`config.mk`:
```
export PLATFORM = sky130hd
export DESIGN_NAME = cksl_cell
export DESIGN_NICKNAME = d
export VERILOG_FILES = /design/src/cksl_pkg.sv /design/src/cksl_cell.sv
export SDC_FILE = /design/constraint.sdc
export NUM_CORES = 1
export LEC_CHECK = 0
export ABC_AREA = 1
export BUFFER_PORTS_ARGS = -buffer_cell sky130_fd_sc_hd__buf_4
export CAP_MARGIN = 15
export CORE_AREA = 2 2 254 256
export CTS_CLUSTER_DIAMETER = 200
export DETAILED_ROUTE_END_ITERATION = 10
export DIE_AREA = 0 0 256 258
export SLEW_MARGIN = 10
export SYNTH_ARGS = -nofsm -noshare
export SYNTH_HDL_FRONTEND = slang
export SYNTH_SLANG_ARGS = --single-unit
```
`constraint.sdc`:
```
create_clock -name clk -period 13.3 [get_ports clk]
set_input_delay 3.99 -clock clk [delete_from_list [all_inputs] [get_ports clk]]
set_output_delay 3.99 -clock clk [all_outputs]
set_load 0.02 [all_outputs]
```
`src/cksl_pkg.sv`:
```
// Package: types, codes and key function for the composite key sorted list
`timescale 1ns / 1ps
package cksl_pkg;

	localparam int CAPACITY_DEF = 64;

	typedef enum logic [1:0] {
		CMD_INSERT = 2'd0,
		CMD_READ   = 2'd1,
		CMD_CLEAR  = 2'd2
	} cmd_t;

	typedef enum logic [2:0] {
		ST_STORED   = 3'd0,
		ST_FILTERED = 3'd1,
		ST_FULL     = 3'd2,
		ST_ENTRY    = 3'd3,
		ST_EMPTY    = 3'd4
	} status_t;

	typedef enum logic {
		S_IDLE,
		S_READ
	} state_t;

	typedef struct packed {
		cmd_t               command;
		logic [7:0]         rating;
		logic [23:0]        price_cents;
		logic signed [15:0] stock;
		logic [63:0]        name_key;
		logic [15:0]        tag;
	} req_t;

	typedef struct packed {
		status_t     status;
		logic [7:0]  out_rating;
		logic [23:0] out_price_cents;
		logic [14:0] out_stock;
		logic [63:0] out_name_key;
		logic [15:0] out_tag;
		logic        last;
	} rsp_t;

	typedef struct packed {
		logic [7:0]  rating;
		logic [23:0] price_cents;
		logic [14:0] stock;
		logic [63:0] name_key;
		logic [15:0] tag;
	} rec_t;

	typedef struct packed {
		logic insert;
		logic rotate;
	} cell_ctl_t;

	typedef logic [110:0] key_t;

	// larger key ranks first
	function automatic key_t sort_key(rec_t r);
		return {r.rating, ~r.price_cents, r.stock, r.name_key};
	endfunction

endpackage

```
`src/cksl_cell.sv`:
```
// One list cell: holds a record, compares it with the incoming one, shifts or rotates
`timescale 1ns / 1ps
module cksl_cell #(
	parameter int IDX = 0,
	parameter int CW  = 7
) (
	input  logic               clk,
	input  cksl_pkg::cell_ctl_t ctl,
	input  logic [CW-1:0]      count,
	input  cksl_pkg::rec_t     new_rec,
	input  cksl_pkg::rec_t     left_rec,
	input  logic               left_place,
	input  cksl_pkg::rec_t     right_rec,
	input  cksl_pkg::rec_t     head_rec,
	output logic               place,
	output cksl_pkg::rec_t     rec
);
	import cksl_pkg::*;

	rec_t rec_q;
	logic occ;
	logic at_end;
	logic is_tail;
	logic ahead;

	assign occ     = CW'(IDX) < count;
	assign at_end  = count == CW'(IDX);
	assign is_tail = count == CW'(IDX + 1);
	assign ahead   = sort_key(new_rec) > sort_key(rec_q);
	assign place   = occ ? ahead : at_end;
	assign rec     = rec_q;

	always_ff @(posedge clk) begin
		if (ctl.insert && place) begin
			rec_q <= left_place ? left_rec : new_rec;
		end else if (ctl.rotate) begin
			rec_q <= is_tail ? head_rec : right_rec;
		end
	end

endmodule

```
==> results of run 1 <==
cell families (layout without fill, tap and decap cells):
family,count (synthesis),count (layout),share of synthesized area
muxes,229,229,0.219
other,0,1,0
buffers and inverters,217,834,0.0837
adders and majority gates,111,111,0.118
and+or+nand+nor,606,606,0.215
AOI/OAI and AO/OA,87,87,0.0390
DFF,127,127,0.325
cell usage after synthesis:
master	number	area, um^2
nor3_2	2	20.0
edfxtp_1	127	3810
o21bai_1	1	7.51
buf_8	1	15.0
o21a_1	5	37.5
a21oi_1	47	235
nor4_1	3	18.8
buf_4	14	105
buf_6	13	146
nor2_1	28	105
nand2_4	2	22.5
nand3_1	142	711
mux2_2	229	2580
nor4b_1	1	8.76
o21ai_0	31	155
nand2_1	416	1560
and2_1	1	6.26
nand2_2	1	6.26
clkbuf_1	38	143
nand3b_1	1	7.51
buf_2	6	30.0
nand4_1	4	25.0
ha_1	111	1390
inv_1	145	544
a21o_1	3	22.5
nor3b_2	1	12.5
nor3_1	3	15.0
nor2_2	1	6.26
area by class of cell:
| cell class | instances | area [um^2] | share of cell area |
|---|---|---|---|
| well taps | 855 | 1070 | 0.0596 |
| flip-flops and latches | 127 | 3810 | 0.213 |
| diodes | 1 | 2.50 | 0.000140 |
| multi-input cells | 1033 | 6980 | 0.389 |
| repair buffers | 657 | 4940 | 0.275 |
| inverters | 145 | 544 | 0.0303 |
| clock buffers | 17 | 425 | 0.0237 |
| clock inverters | 15 | 169 | 0.00942 |
metal layers:
layer,part of all wire,wire (um),GRT usage
met4,0.034,1670,0.0650
met5,0.00026,13,0
met3,0.068,3400,0.0443
met2,0.49,24500,0.254
met1,0.40,20000,0.166
worst max path at each step:
| stage | depth (start not counted) | end | start |
|---|---|---|---|
| floorplan | 14 | place | new_rec[118] |
| global placement | 12 | place | new_rec[110] |
| detailed placement | 12 | place | new_rec[110] |
| CTS | 12 | place | new_rec[110] |
| global route | 14 | place | new_rec[62] |
| finish | 14 | place | new_rec[62] |
worst reg2reg max path: stages, from the launching register on:
cell and delay, ns:
edfxtp_1 0.49, inv_1 0.07, ha_1 0.30, nand2_1 0.07, nor2_1 0.19, and2_1 0.17, nand2_1 0.12, nor2_1 0.37
nand2_1 0.10, nand3_1 0.21, nand2_1 0.08, nand3_1 0.09, nand2_2 0.06, nand2_4 0.06, buf_4 0.62, nand2_8 0.57
nand2_4 0.49, buf_4 0.70
power breakdown:
group,internal (mW),switching (mW)
combinational,0.322,0.416
sequential,0.534,0.0402
clock,0.293,0.213
through the flow:
stage | utilization | cell area [um^2] | hold slack [ns]
after global placement | 0.272 | 17300 | 2.05
after CTS | 0.282 | 17900 | 2.05
after detailed placement | 0.272 | 17300 | 2.04
final | 0.282 | 17900 | 1.93
after floorplan | - | 11700 | 1.41
after global routing | 0.282 | 17900 | 2.15
==> reports/qor.yml, run 1 <==
outcome: "finished, final reports clean"
cp.arrival_ns: 6.07
min_period_ns: 10.06
clk_pin_slew_ns: 0.07
grt_antenna_before_repair: 3
insertion_delay_ns: 0.48
numCtsBuffers: 17
fin_cells: 2850
ir_worst_vdd_v: 0.0000933
drt-pass1-iter-count: 5
r2r-end: "rec[74]"
hold-path-endpoint: "rec[117]"
crit_buf_inv: 2
avgSynthCellArea_um2: 8.53
start_util: 0.185
skew_ns: 0.0149
die_area_mm2: 0.0660
leakage_nw: 9.00
wl_um: 49600
ys_seq_elements: 127
critical_path.cell_chain: "buf_4 -> ha_1 -> nand2_1 -> nor2_1 -> and2_1 -> nand2_1 -> nor2_1 -> nand2_1 -> nand3_1 -> nand2_1 -> nand3_1 -> nand2_2 -> nand2_4 -> buf_4"
die_w_um: 256
num-fill-cells: 6883
hold_start: "rec[16]"
vias: 11805
largest_register_ffs: 127
antenna_left: 0
cp_top_family: "simple AND/OR/NAND/NOR gates"
dp.cells: 2817
regToRegStartpoint: "rec[62]"
max_freq_mhz: 99.4
track_usage: 0.146
crit_fanout: 2
crit_path_end_kind: "primary output"
final.setup.tns_ns: 0
required_ns: 9.31
grt_pass1_vias: 11814
worst_path_most_repeated_cell: "nand2_1"
io_buffers: 646
layout-drive-gt1-share: 0.464
seq_area_frac_synth: 0.325
cpPeakStageDelay_ns: 0.37
hpwl_um: 39400
drt-initial-drc-count: 533
slowest_stage: "nor2_1"
cts_tree: "yes"
fin_total_pwr_mw: 1.82
tightest_slew_ns: 0.988
grt_max_degree: 92
gr-total-overflow: 0
rows: 93
h-tree-depth: 4
synthDistinctLibCells: 28
reg2regPathDepth: 17
drv_cap: 0
cts_setup_buffers: 0
clk_path_buf_depth: 2
clockRootBuffer: "clkbuf_16"
grt_first_pass_wirelength_um: 72000
cp-start-kind: "primary input"
place_congestion: 0.854
period_share: 0.757
timing.final.ws_setup_ns: 3.24
hold_viol: 0
reg2reg_slack_ns: 8.05
vias_per_cell: 4.14
place_worst_setup_slack_ns: 3.18
drc: 0
powerDensity_mw_per_mm2: 101
cts-resized-gates: 0
crit_type: "in2out"
min_path_type: "reg2reg"
nets: 2611
setup_viol: 0
synth_nets: 2007
maxSlewViolCount: 0
synthCells: 1377
min_path_cells: 11
areaGrowthSynthToFinish_pct: 52.7
die_height_um: 258
slew_headroom: 0.342
synth_area_mm2: 0.0117
rsz0062_at_grt: "no"
io_pins: 647
final_common_cell: "buf_4"
layout_common_cells: "buf_4, nand2_1, mux2_2"
synth_warnings: 0
cts_num_sinks: 127
core_mm2: 0.0636
wl_per_cell_um: 17.4
cts_hold_buf: 0
Note: power is estimated with default switching activity, not from simulation.
==> run 2: changes to the inputs <==
Settings changed: ABC_AREA 1 to 0, CORE_AREA 2 2 254 256 to 2 2 253 255, DIE_AREA 0 0 256 258 to 0 0 255 257.
Clock period 13.3 ns to 8.1 ns, I/O delays scaled along.
==> reports/qor.yml, run 2 <==
outcome: "finished, final reports clean"
hold_viol: 0  # unchanged
place_area_mm2: 0.0173  # -0.22%
whs_ns: 2.09  # +0.155 ns
synth.area.top_cells: "edfxtp_1, mux2_2, ha_1"
synthDistinctLibCells: 39  # +39%
ys_async_sr_fraction: 0  # unchanged
layout_common_cells: "buf_4, a21oi_1"
synth_top_cell_by_area: "edfxtp_1"
largest_register_ffs: 127  # unchanged
maxSlewViolCount: 0  # unchanged
grt_antenna_before_repair: 0  # -3
vias: 11769  # -0.30%
wl_um: 51400  # +3.6%
max_freq_mhz: 130
synth_nets: 1766  # -12%
hpwl_um: 40600  # +2.9%
rsz0062_at_grt: "no"
skew_ns: 0.0177  # +0.00276 ns
crit_fanout: 2  # unchanged
track_usage: 0.151  # +0.00419
cp-start-kind: "primary input"
insertion_delay_ns: 0.47  # about the same
drt-initial-drc-count: 571  # +7.1%
avgSynthCellArea_um2: 10.3  # +20%
period_share: 0.949
min_period_ns: 7.69
synthFlopType: "edfxtp_1"
required_ns: 5.67  # -3.64 ns
drc: 0  # unchanged
io_pins: 647  # unchanged
cts-resized-gates: 0  # unchanged
final_core_util: 0.285  # +0.00315
wl_per_cell_um: 19.9  # +15%
cp.arrival_ns: 5.26  # -0.81 ns
leakage_nw: 8.31  # -7.7%
numCtsBuffers: 17  # unchanged
grt_max_degree: 128  # +39%
io_buffers: 646  # unchanged
vias_per_cell: 4.57  # +10%
clk_pin_slew_ns: 0.06  # about the same
yosysTopAreaCellShare: 0.327  # +0.00254
die_w_um: 255  # -0.39%
min_path_type: "reg2reg"
final_area_mm2: 0.0179  # -0.34%
cts_setup_buffers: 0  # unchanged
crit_type: "in2out"
place_worst_setup_slack_ns: 0.289  # -2.89 ns
cts_tree: "yes"
ir_worst_vdd_v: 0.000155  # +66%
seq_area_frac_synth: 0.327  # +0.00254
core_mm2: 0.0627  # -1.4%
synthTopCellsByCount: "a21oi_1, a32oi_1, edfxtp_1, mux2_2, mux2i_1"
powerDensity_mw_per_mm2: 156  # +53%
tightest_slew_ns: 0.969  # -0.0183 ns
synth_edf_count: 127  # unchanged
synth_area_mm2: 0.0117  # -0.78%
diodes: 0  # -1
rows: 92  # -1.1%
final.setup.tns_ns: 0  # unchanged
ys_seq_elements: 127  # unchanged
worst_path_most_repeated_cell: "buf_4"
synth_most_common_cell: "a21oi_1"
gr-total-overflow: 0  # unchanged
start_util: 0.186  # +0.00124
slowest_stage: "nor3_1"
layout-drive-gt1-share: 0.479  # +0.0156
cts_hold_buf: 0  # unchanged
grt_pass1_vias: 12309  # +4.2%
drv_cap: 0  # unchanged
die_height_um: 257  # -0.39%
areaGrowthSynthToFinish_pct: 53.3
setup_viol: 0  # unchanged
grt_first_pass_wirelength_um: 73700  # +2.3%
die_area_mm2: 0.0655  # -0.78%
cts_num_sinks: 127  # unchanged
synth_warnings: 0  # unchanged
clockRootBuffer: "clkbuf_16"
clk_path_buf_depth: 2  # unchanged
synthCells: 1136  # -18%
cpPeakStageDelay_ns: 0.45  # +0.08 ns
final_common_cell: "buf_4"
h-tree-depth: 4  # unchanged
drt-pass1-iter-count: 6  # +1
nets: 2350  # -10%
antenna_left: 0  # unchanged
timing.final.ws_setup_ns: 0.415  # -2.82 ns
critical_path.cell_chain: "buf_4 -> ha_1 -> a21o_1 -> a21o_1 -> a221oi_1 -> o221ai_1 -> nor3_1 -> buf_4 -> nor4b_2 -> o32ai_4 -> buf_4"
place_congestion: 0.906  # +6.2%
crit_path_end_kind: "primary output"
slew_headroom: 0.354  # +0.0122
-- run 2: changes by cell type in the layout (fill, tap and decap cells not counted), sizes merged, moves of 5 or more --
cell / before / now
nand2: 419 / 18
a32oi: 0 / 127
mux2i: 0 / 127
nand3: 142 / 15
a21oi: 47 / 168
mux2: 229 / 127
inv: 147 / 113
nand4: 4 / 26
o21ai: 31 / 10
nor2: 29 / 10
a21o: 3 / 16
a211oi: 0 / 5
o21a: 5 / 0
-- run 2: worst max-delay path, delay by kind of cell --
family	cells	cell delay (ns)
fa+ha+maj	1	0.31
compound gates	5	1.25
simple gates	2	0.78
buf+inv	3	0.50
-- run 2: worst paths after layout --
| check | startpoint | endpoint | slack (ns) | depth (start not counted) |
|---|---|---|---|---|
| min | rec[102] | rec[102] | 2.09 | 7 |
| min reg2reg | rec[102] | rec[102] | 2.09 | 7 |
| max reg2reg | rec[126] | rec[49] | 3.24 | 12 |
| max | new_rec[56] | place | 0.41 | 11 |
-- run 2: routing by layer --
layer,part of all wire,vias to the layer above,GRT usage
li1,-,5634,-
met1,0.38,5554,0.167
met2,0.51,513,0.270
met3,0.072,68,0.0382
met4,0.034,0,0.0651
met5,0,-,0
-- run 2: where the power goes --
part	internal, mW	switching [mW]	leakage [nW]
registers	0.853	0.0520	1.25
logic	0.491	0.591	6.78
clock network	0.476	0.319	0.280
-- run 2: logic make-up (layout without fill, tap and decap cells) --
| family | after synthesis | after routing | synth area share |
|---|---|---|---|
| AOI/OAI and AO/OA | 340 | 340 | 0.196 |
| muxes | 254 | 254 | 0.232 |
| buffers and inverters | 211 | 806 | 0.0819 |
| DFF | 127 | 127 | 0.327 |
| adders and majority gates | 111 | 111 | 0.119 |
| and+or+nand+nor | 93 | 93 | 0.0443 |
-- run 2: stage by stage --
step	power [mW]	cells
6_report	2.78	2577
5_1_grt	2.94	2577
3_3_place_gp	1.99	2547
3_5_place_dp	2.01	2547
2_1_floorplan	1.49	1136
4_1_cts	2.83	2577
-- run 2: layout make-up --
type                    instances  area (um^2)
clock buffers                  18          429
well taps                     846         1060
flip-flops and latches        127         3810
inverters                     113          424
repair buffers                663         5050
multi-input cells             798         6950
clock inverters                12          146
fillers                      6641        44900
